==> src/hdl/mtd_pkg.sv <==
package mtd_pkg;

    localparam int NUM_BANDS_DEF   = 4;
    localparam int SAMPLE_BITS_DEF = 16;
    localparam int IDX_W           = 5;
    localparam int CFG_IDX_W       = 3;
    localparam int CFG_DATA_W      = 24;
    localparam int ROM_ROWS        = 5;
    localparam logic [31:0] FOLLOW_INIT = 32'd2684355;

    localparam logic [CFG_IDX_W-1:0] REG_FAST_DECAY   = 3'd0;
    localparam logic [CFG_IDX_W-1:0] REG_SLOW_DECAY   = 3'd1;
    localparam logic [CFG_IDX_W-1:0] REG_SMOOTH_DECAY = 3'd2;
    localparam logic [CFG_IDX_W-1:0] REG_NORM_DECAY   = 3'd3;
    localparam logic [CFG_IDX_W-1:0] REG_SLOW_WEIGHT  = 3'd4;

    localparam logic [23:0] FAST_DECAY_RST   = 24'd16738629;
    localparam logic [23:0] SLOW_DECAY_RST   = 24'd16765591;
    localparam logic [23:0] SMOOTH_DECAY_RST = 24'd16718503;
    localparam logic [23:0] NORM_DECAY_RST   = 24'd16773473;
    localparam logic [15:0] SLOW_WEIGHT_RST  = 16'd52429;

    localparam logic [4:0] OP_NOP  = 5'd0;
    localparam logic [4:0] OP_LOAD = 5'd1;
    localparam logic [4:0] OP_F0   = 5'd2;
    localparam logic [4:0] OP_F1   = 5'd3;
    localparam logic [4:0] OP_F2   = 5'd4;
    localparam logic [4:0] OP_F3   = 5'd5;
    localparam logic [4:0] OP_F4   = 5'd6;
    localparam logic [4:0] OP_B0   = 5'd7;
    localparam logic [4:0] OP_B1   = 5'd8;
    localparam logic [4:0] OP_B2   = 5'd9;
    localparam logic [4:0] OP_B3   = 5'd10;
    localparam logic [4:0] OP_B4   = 5'd11;
    localparam logic [4:0] OP_WGT  = 5'd12;
    localparam logic [4:0] OP_ENG  = 5'd13;
    localparam logic [4:0] OP_SF   = 5'd14;
    localparam logic [4:0] OP_NF   = 5'd15;
    localparam logic [4:0] OP_DIVI = 5'd16;
    localparam logic [4:0] OP_DIV  = 5'd17;
    localparam logic [4:0] OP_OUT  = 5'd18;

    typedef struct packed {
        logic [4:0]       op;
        logic [IDX_W-1:0] idx;
    } cmd_t;

    typedef struct packed {
        logic out_free;
    } status_t;

    // Filter coefficients in Q4.28: b0, then a1 and a2 already negated.
    localparam logic signed [31:0] ROM_C0 [ROM_ROWS] = '{
        32'sd2638, 32'sd57961, 32'sd1201049, 32'sd19830188, 32'sd267245474};
    localparam logic signed [31:0] ROM_NC1 [ROM_ROWS] = '{
        32'sd534485673, 32'sd525598987, 32'sd483739509, 32'sd294696194,
        -32'sd534485673};
    localparam logic signed [31:0] ROM_NC2 [ROM_ROWS] = '{
        -32'sd266060768, -32'sd257395374, -32'sd220108248, -32'sd105581489,
        -32'sd266060768};

    function automatic int rom_row(input int f);
        return (f < ROM_ROWS) ? f : ROM_ROWS - 1;
    endfunction

endpackage

==> src/hdl/mtd_controller.sv <==
module mtd_controller #(
    parameter int NUM_BANDS = mtd_pkg::NUM_BANDS_DEF
) (
    input  logic            aclk,
    input  logic            aresetn,
    input  logic            s_valid,
    output logic            s_ready,
    input  mtd_pkg::status_t status,
    output mtd_pkg::cmd_t    cmd
);
    import mtd_pkg::*;

    localparam int NUM_LP = NUM_BANDS + 1;
    localparam int LW     = $clog2(NUM_LP);

    localparam logic [3:0] ST_IDLE = 4'd0;
    localparam logic [3:0] ST_FILT = 4'd1;
    localparam logic [3:0] ST_BAND = 4'd2;
    localparam logic [3:0] ST_WGT  = 4'd3;
    localparam logic [3:0] ST_ENG  = 4'd4;
    localparam logic [3:0] ST_SF   = 4'd5;
    localparam logic [3:0] ST_NF   = 4'd6;
    localparam logic [3:0] ST_DIVI = 4'd7;
    localparam logic [3:0] ST_DIV  = 4'd8;
    localparam logic [3:0] ST_DONE = 4'd9;

    logic [3:0]    state_reg, state_next;
    logic [2:0]    phase_reg, phase_next;
    logic [LW-1:0] idx_reg, idx_next;
    logic [3:0]    dcnt_reg, dcnt_next;

    always_ff @(posedge aclk) begin
        if (!aresetn) begin
            state_reg <= ST_IDLE;
            phase_reg <= '0;
            idx_reg   <= '0;
            dcnt_reg  <= '0;
        end else begin
            state_reg <= state_next;
            phase_reg <= phase_next;
            idx_reg   <= idx_next;
            dcnt_reg  <= dcnt_next;
        end
    end

    always_comb begin
        state_next = state_reg;
        phase_next = phase_reg;
        idx_next   = idx_reg;
        dcnt_next  = dcnt_reg;
        cmd.op     = OP_NOP;
        cmd.idx    = IDX_W'(idx_reg);
        s_ready    = 1'b0;
        case (state_reg)
            ST_IDLE: begin
                s_ready = 1'b1;
                if (s_valid) begin
                    cmd.op     = OP_LOAD;
                    state_next = ST_FILT;
                    phase_next = '0;
                    idx_next   = '0;
                end
            end
            ST_FILT: begin
                case (phase_reg)
                    3'd0:    cmd.op = OP_F0;
                    3'd1:    cmd.op = OP_F1;
                    3'd2:    cmd.op = OP_F2;
                    3'd3:    cmd.op = OP_F3;
                    default: cmd.op = OP_F4;
                endcase
                if (phase_reg == 3'd4) begin
                    phase_next = '0;
                    if (idx_reg == LW'(NUM_LP - 1)) begin
                        state_next = ST_BAND;
                        idx_next   = LW'(1);
                    end else begin
                        idx_next = idx_reg + LW'(1);
                    end
                end else begin
                    phase_next = phase_reg + 3'd1;
                end
            end
            ST_BAND: begin
                case (phase_reg)
                    3'd0:    cmd.op = OP_B0;
                    3'd1:    cmd.op = OP_B1;
                    3'd2:    cmd.op = OP_B2;
                    3'd3:    cmd.op = OP_B3;
                    default: cmd.op = OP_B4;
                endcase
                if (phase_reg == 3'd4) begin
                    phase_next = '0;
                    if (idx_reg == LW'(NUM_BANDS)) begin
                        state_next = ST_WGT;
                    end else begin
                        idx_next = idx_reg + LW'(1);
                    end
                end else begin
                    phase_next = phase_reg + 3'd1;
                end
            end
            ST_WGT: begin
                cmd.op     = OP_WGT;
                state_next = ST_ENG;
            end
            ST_ENG: begin
                cmd.op     = OP_ENG;
                state_next = ST_SF;
            end
            ST_SF: begin
                cmd.op     = OP_SF;
                state_next = ST_NF;
            end
            ST_NF: begin
                cmd.op     = OP_NF;
                state_next = ST_DIVI;
            end
            ST_DIVI: begin
                cmd.op     = OP_DIVI;
                dcnt_next  = '0;
                state_next = ST_DIV;
            end
            ST_DIV: begin
                cmd.op    = OP_DIV;
                dcnt_next = dcnt_reg + 4'd1;
                if (dcnt_reg == 4'd15) begin
                    state_next = ST_DONE;
                end
            end
            ST_DONE: begin
                if (status.out_free) begin
                    cmd.op     = OP_OUT;
                    state_next = ST_IDLE;
                end
            end
            default: begin
                state_next = ST_IDLE;
            end
        endcase
    end

endmodule

==> config.mk <==
export PLATFORM = sky130hd
export DESIGN_NAME = mtd_controller
export DESIGN_NICKNAME = d
export VERILOG_FILES = /design/src/hdl/mtd_pkg.sv /design/src/hdl/mtd_controller.sv
export SDC_FILE = /design/constraint.sdc
export NUM_CORES = 1
export LEC_CHECK = 0
export BUFFER_PORTS_ARGS = -buffer_cell sky130_fd_sc_hd__buf_2
export CORE_ASPECT_RATIO = 0.9
export CORE_MARGIN = 10
export CORE_UTILIZATION = 59
export CTS_BUF_LIST = sky130_fd_sc_hd__clkbuf_4
export CTS_CLUSTER_DIAMETER = 80
export DETAILED_ROUTE_END_ITERATION = 8
export PLACE_DENSITY = 0.81
export RECOVER_POWER = 100
export SLEW_MARGIN = 20
export SYNTH_ARGS = -nofsm -noshare
export SYNTH_HDL_FRONTEND = slang
export SYNTH_SLANG_ARGS = --single-unit
==> constraint.sdc <==
create_clock -name aclk -period 2 [get_ports aclk]
set_input_delay 0.2 -clock aclk [delete_from_list [all_inputs] [get_ports aclk]]
set_output_delay 0.2 -clock aclk [all_outputs]
set_load 0.02 [all_outputs]
## Yosys cells after proc, flatten, opt, wreduce, memory -nomap -nowiden

Cells that the tools add are included.

- Register bits: 14
- Bits of input ports: 4
- Word-level logic and storage cells: 62

- Add/subtract/negate cells: 3
- Eq/ne operators: 23
- Multiplexer cells: 23
- Reductions and logical operators: 9

Operators by type and width:

| kind | number |
|---|---|
| case mux 5 bit (10 select lines) | 1 |
| case mux 4 bit (10 select lines) | 1 |
| 2-to-1 mux 4 bit | 7 |
| 2-to-1 mux 3 bit | 6 |
| equality test 4 x 3 -> 1 bit, second input constant | 4 |
| inequality test 2 bit, second input constant | 8 |
| case mux 4 bit (4 select lines) | 1 |
| equality test 4 bit, second input constant | 3 |
| case mux 3 bit (4 select lines) | 1 |
| case mux 3 bit (3 select lines) | 1 |
| equality test 4 x 2 -> 1 bit, second input constant | 2 |
| case mux 4 bit (2 select lines) | 1 |
| AND reduction 7 bit | 1 |
| adder 3 x 1 -> 3 bit, second input constant | 2 |
| equality test 3 x 2 -> 1 bit, second input constant | 2 |
| equality test 3 bit, second input constant | 2 |
| case mux 3 bit (2 select lines) | 1 |
| 2-to-1 mux 5 bit | 1 |
| AND reduction 5 bit | 1 |
| adder 4 x 1 -> 4 bit, second input constant | 1 |
| equality test 4 x 1 -> 1 bit, second input constant | 1 |
| zero test 4 bit | 1 |
| nonzero test 2 bit | 2 |
| equality test 3 x 1 -> 1 bit, second input constant | 1 |
| 5 further kinds | 6 |

## Longest topological paths before layout

- Word-level depth: 4
- Mapped depth: 7
- Depth with buffers taken out: 7

## Least setup slack after synthesis

No wires, ideal clock.

- Path type: register to output
- From: register phase_reg[0]
- To: output cmd[8] (netlist name)
- Data arrival time: 1.587 ns
- Required time: 1.800 ns
- Setup slack: 0.213 ns
- Cell stages (with the launch flop): 6
- Path buffers: 0
- Cells stage by stage: dfxtp_1 > ha_1 > ha_1 > or4_1 > o31ai_1 > a21oi_1

RTL lines:

| element | line | source |
|---|---|---|
| start: declaration | mtd_controller.sv:28 | `logic [2:0] phase_reg, phase_next;` |
| start signal: assignment | mtd_controller.sv:40 | `phase_reg <= phase_next;` |
| end: declaration | mtd_controller.sv:9 | `output mtd_pkg::cmd_t cmd` |

==> impl_metrics.tcl <==
set metrics [dict create \
    worstHoldStart "aresetn" \
    grt_pass1_wl_mm 4.72 \
    slew_viol_final 0 \
    diodes 0 \
    critical_path_buf_inv_count 2 \
    final_util 0.728 \
    hp-class "input pin to flop" \
    outcome "finished, violations left" \
    place_ws_ps 67.5 \
    fp.dieArea_um2 4030 \
    final_cell_mix "nand2_1 (14), dfxtp_1 (11), nor2_1 (9), nor2b_1 (9), a21oi_1 (7)" \
    wire_per_inst_um 15.7 \
    htreeDepth 1 \
    grt_max_degree 14 \
    crit_fanout 4 \
    total_power_mw 0.592 \
    regToRegSetupSlack_ps 200 \
    endpoint_kind "primary output" \
    rows 14 \
    area_delta_synth_final_pct 13.2 \
    synthTopCellsByArea "dfxtp_1 (25%), ha_1 (9.0%), nor2b_1 (5.1%)" \
    path_cells "buf_4 > ha_4 > or4_4 > o31ai_2 > a21oi_1 > buf_4" \
    power.leakage_nw 0.508 \
    synth_edf_count 0 \
    syn_inst 143 \
    holdPathStages 3 \
    insertion_delay_ps 280 \
    synth_area_per_cell_um2 7.80 \
    drc_errors 0 \
    finalNonFillerCells 180 \
    ys_types 46 \
    synth.largest_area_cell "dfxtp_1" \
    antenna_found_initial 0 \
    core_um2 1730 \
    crit_start "phase_reg[1]$_SDFFE_PN0P_" \
    dr.pass1.iters 4 \
    ys_warn_count 0 \
    required_ps 1800 \
    synth_top_area_share 0.251 \
    synth-main-ff-cell "dfxtp_1" \
    cts_buffers 3 \
    drv_cap 0 \
    whs_ps 265 \
    clockRootBuffer "clkbuf_4" \
    yosysSeqAreaShare 0.251 \
    hold_end "dcnt_reg[3]$_SDFFE_PN0P_" \
    worstSetupPathType "flop to primary output" \
    design_area_um2 1260 \
    clockBufferDepth 2 \
    vias_per_cell 5.99 \
    gp_congestion 0.881 \
    fin_ws_ps -95.6 \
    die_w_um 65.8 \
    cp_slowest_cell "or4_4" \
    nFillCells 143 \
    vdd_drop_max_uv 464 \
    via_count 1079 \
    numPortBuffers 12 \
    grt_usage 0.150 \
    cts_tree "yes" \
    crit_path_frequent_cell "buf_4" \
    final_common_cell "nand2_1" \
    wl_mm 2.83 \
    r2r-end "dcnt_reg[2]$_SDFFE_PN0P_" \
    ys_ff_latch 14 \
    rr_startpoint "state_reg[1]$_SDFFE_PN0P_" \
    ant_nets 0 \
    syn-cell-area_um2 1110 \
    worstSetupStartpointType "flop" \
    rsz0062_at_grt "true" \
    reg2reg_depth 7 \
    violations "negative setup slack" \
    critPathTopFamily "simple AND/OR/NAND/NOR gates" \
    p_per_area_nw_per_um2 469 \
    final_nets 170 \
    ios 15 \
    drive_above_1_share 0.218 \
    min_period_ps 2100 \
    hold_violations 0 \
    grt_pass1_vias 1019 \
    setup-violations-final 3 \
    dp.cells 176 \
    crit_path_max_incr_delay_ps 520 \
    die_height_um 61.2 \
    worstPathArrival_ps 1900 \
    critical_path_depth 6 \
    clock_skew_ps 3.69 \
    clk_pin_slew_ps 70 \
    start_util 0.643 \
    max_freq_mhz 477 \
    async_flop_share 0 \
    totalNegativeSetupSlack_ps -206 \
    placed_cell_area_um2 1190 \
    place_hpwl_mm 2.08 \
    finalCritPeriodShare 1.05 \
    cts_sinks 14 \
    drtIter0Drc 40 \
    grt_remaining_overflow 0 \
]
-- area by class of cell --
type	instances	area [µm²]	share of cell area
tap	24	30.0	0.0238
multi-input combinational	113	790	0.625
inverter	7	26.3	0.0208
sequential	14	289	0.229
clock buffer	3	22.5	0.0178
timing repair buffer	19	105	0.0833
-- where the power goes --
group | total [mW] | leakage [nW] | switching (mW) | internal, mW
combinational | 0.140 | 0.380 | 0.0820 | 0.0583
clock | 0.154 | 0.0138 | 0.0841 | 0.0699
sequential | 0.297 | 0.115 | 0.0126 | 0.285
total | 0.592 | 0.508 | 0.179 | 0.413
-- worst register-to-register path: stages (launching register included) --
cell and delay [ps]:
dfxtp_1 410, clkbuf_2 250, nor4b_2 430, clkbuf_2 250, nor2b_1 150, o21ai_1 60, o21ai_1 80, and2_1 120
-- timing repair --
item                                    4_1_cts  5_1_grt
endpoints found under the setup margin        4        5
resized for setup                            18        2
endpoints found under the hold margin         0        0
buffers inserted                              1        0
hold buffers                                  0        0
pin swaps                                     3        0
-- cells by family (layout without fill, tap and decap cells) --
family | after synthesis | in the layout | share of synthesized area
muxes | 2 | 2 | 0.0180
and+or+nand+nor | 61 | 61 | 0.312
other | 1 | 2 | 0.00336
adders and majority gates | 8 | 8 | 0.0898
xor gates and xnor gates | 2 | 2 | 0.0157
AOI/OAI and AO/OA | 38 | 38 | 0.230
DFF | 14 | 14 | 0.251
buffers and inverters | 17 | 29 | 0.0797
-- worst max path at each step --
stage | endpoint | slack [ps]
floorplan | cmd[8] | 210
global placement | cmd[8] | 120
detailed placement | cmd[8] | 70
CTS | cmd[8] | -90
global route | cmd[8] | -190
finish | cmd[8] | -100
-- layer usage --
| layer | GRT usage | routed length, µm | vias to the layer above |
|---|---|---|---|
| li1 | - | - | 531 |
| met1 | 0.182 | 1200 | 490 |
| met2 | 0.238 | 1310 | 52 |
| met3 | 0.0581 | 287 | 6 |
| met4 | 0.0488 | 40 | 0 |
| met5 | 0 | 0 | - |
-- Yosys cell counts (all sizes together), types with 3 or more instances --
library cell   n
buf            6
dfxtp         14
inv            7
a21boi         5
nor3           3
clkbuf         4
nor2          10
a21oi          7
nand2         15
nor4           3
nand3          6
nor2b          9
a31oi          3
ha             8
or3            3
o21ai         10
No activity file was read; power rests on OpenSTA's default activity.
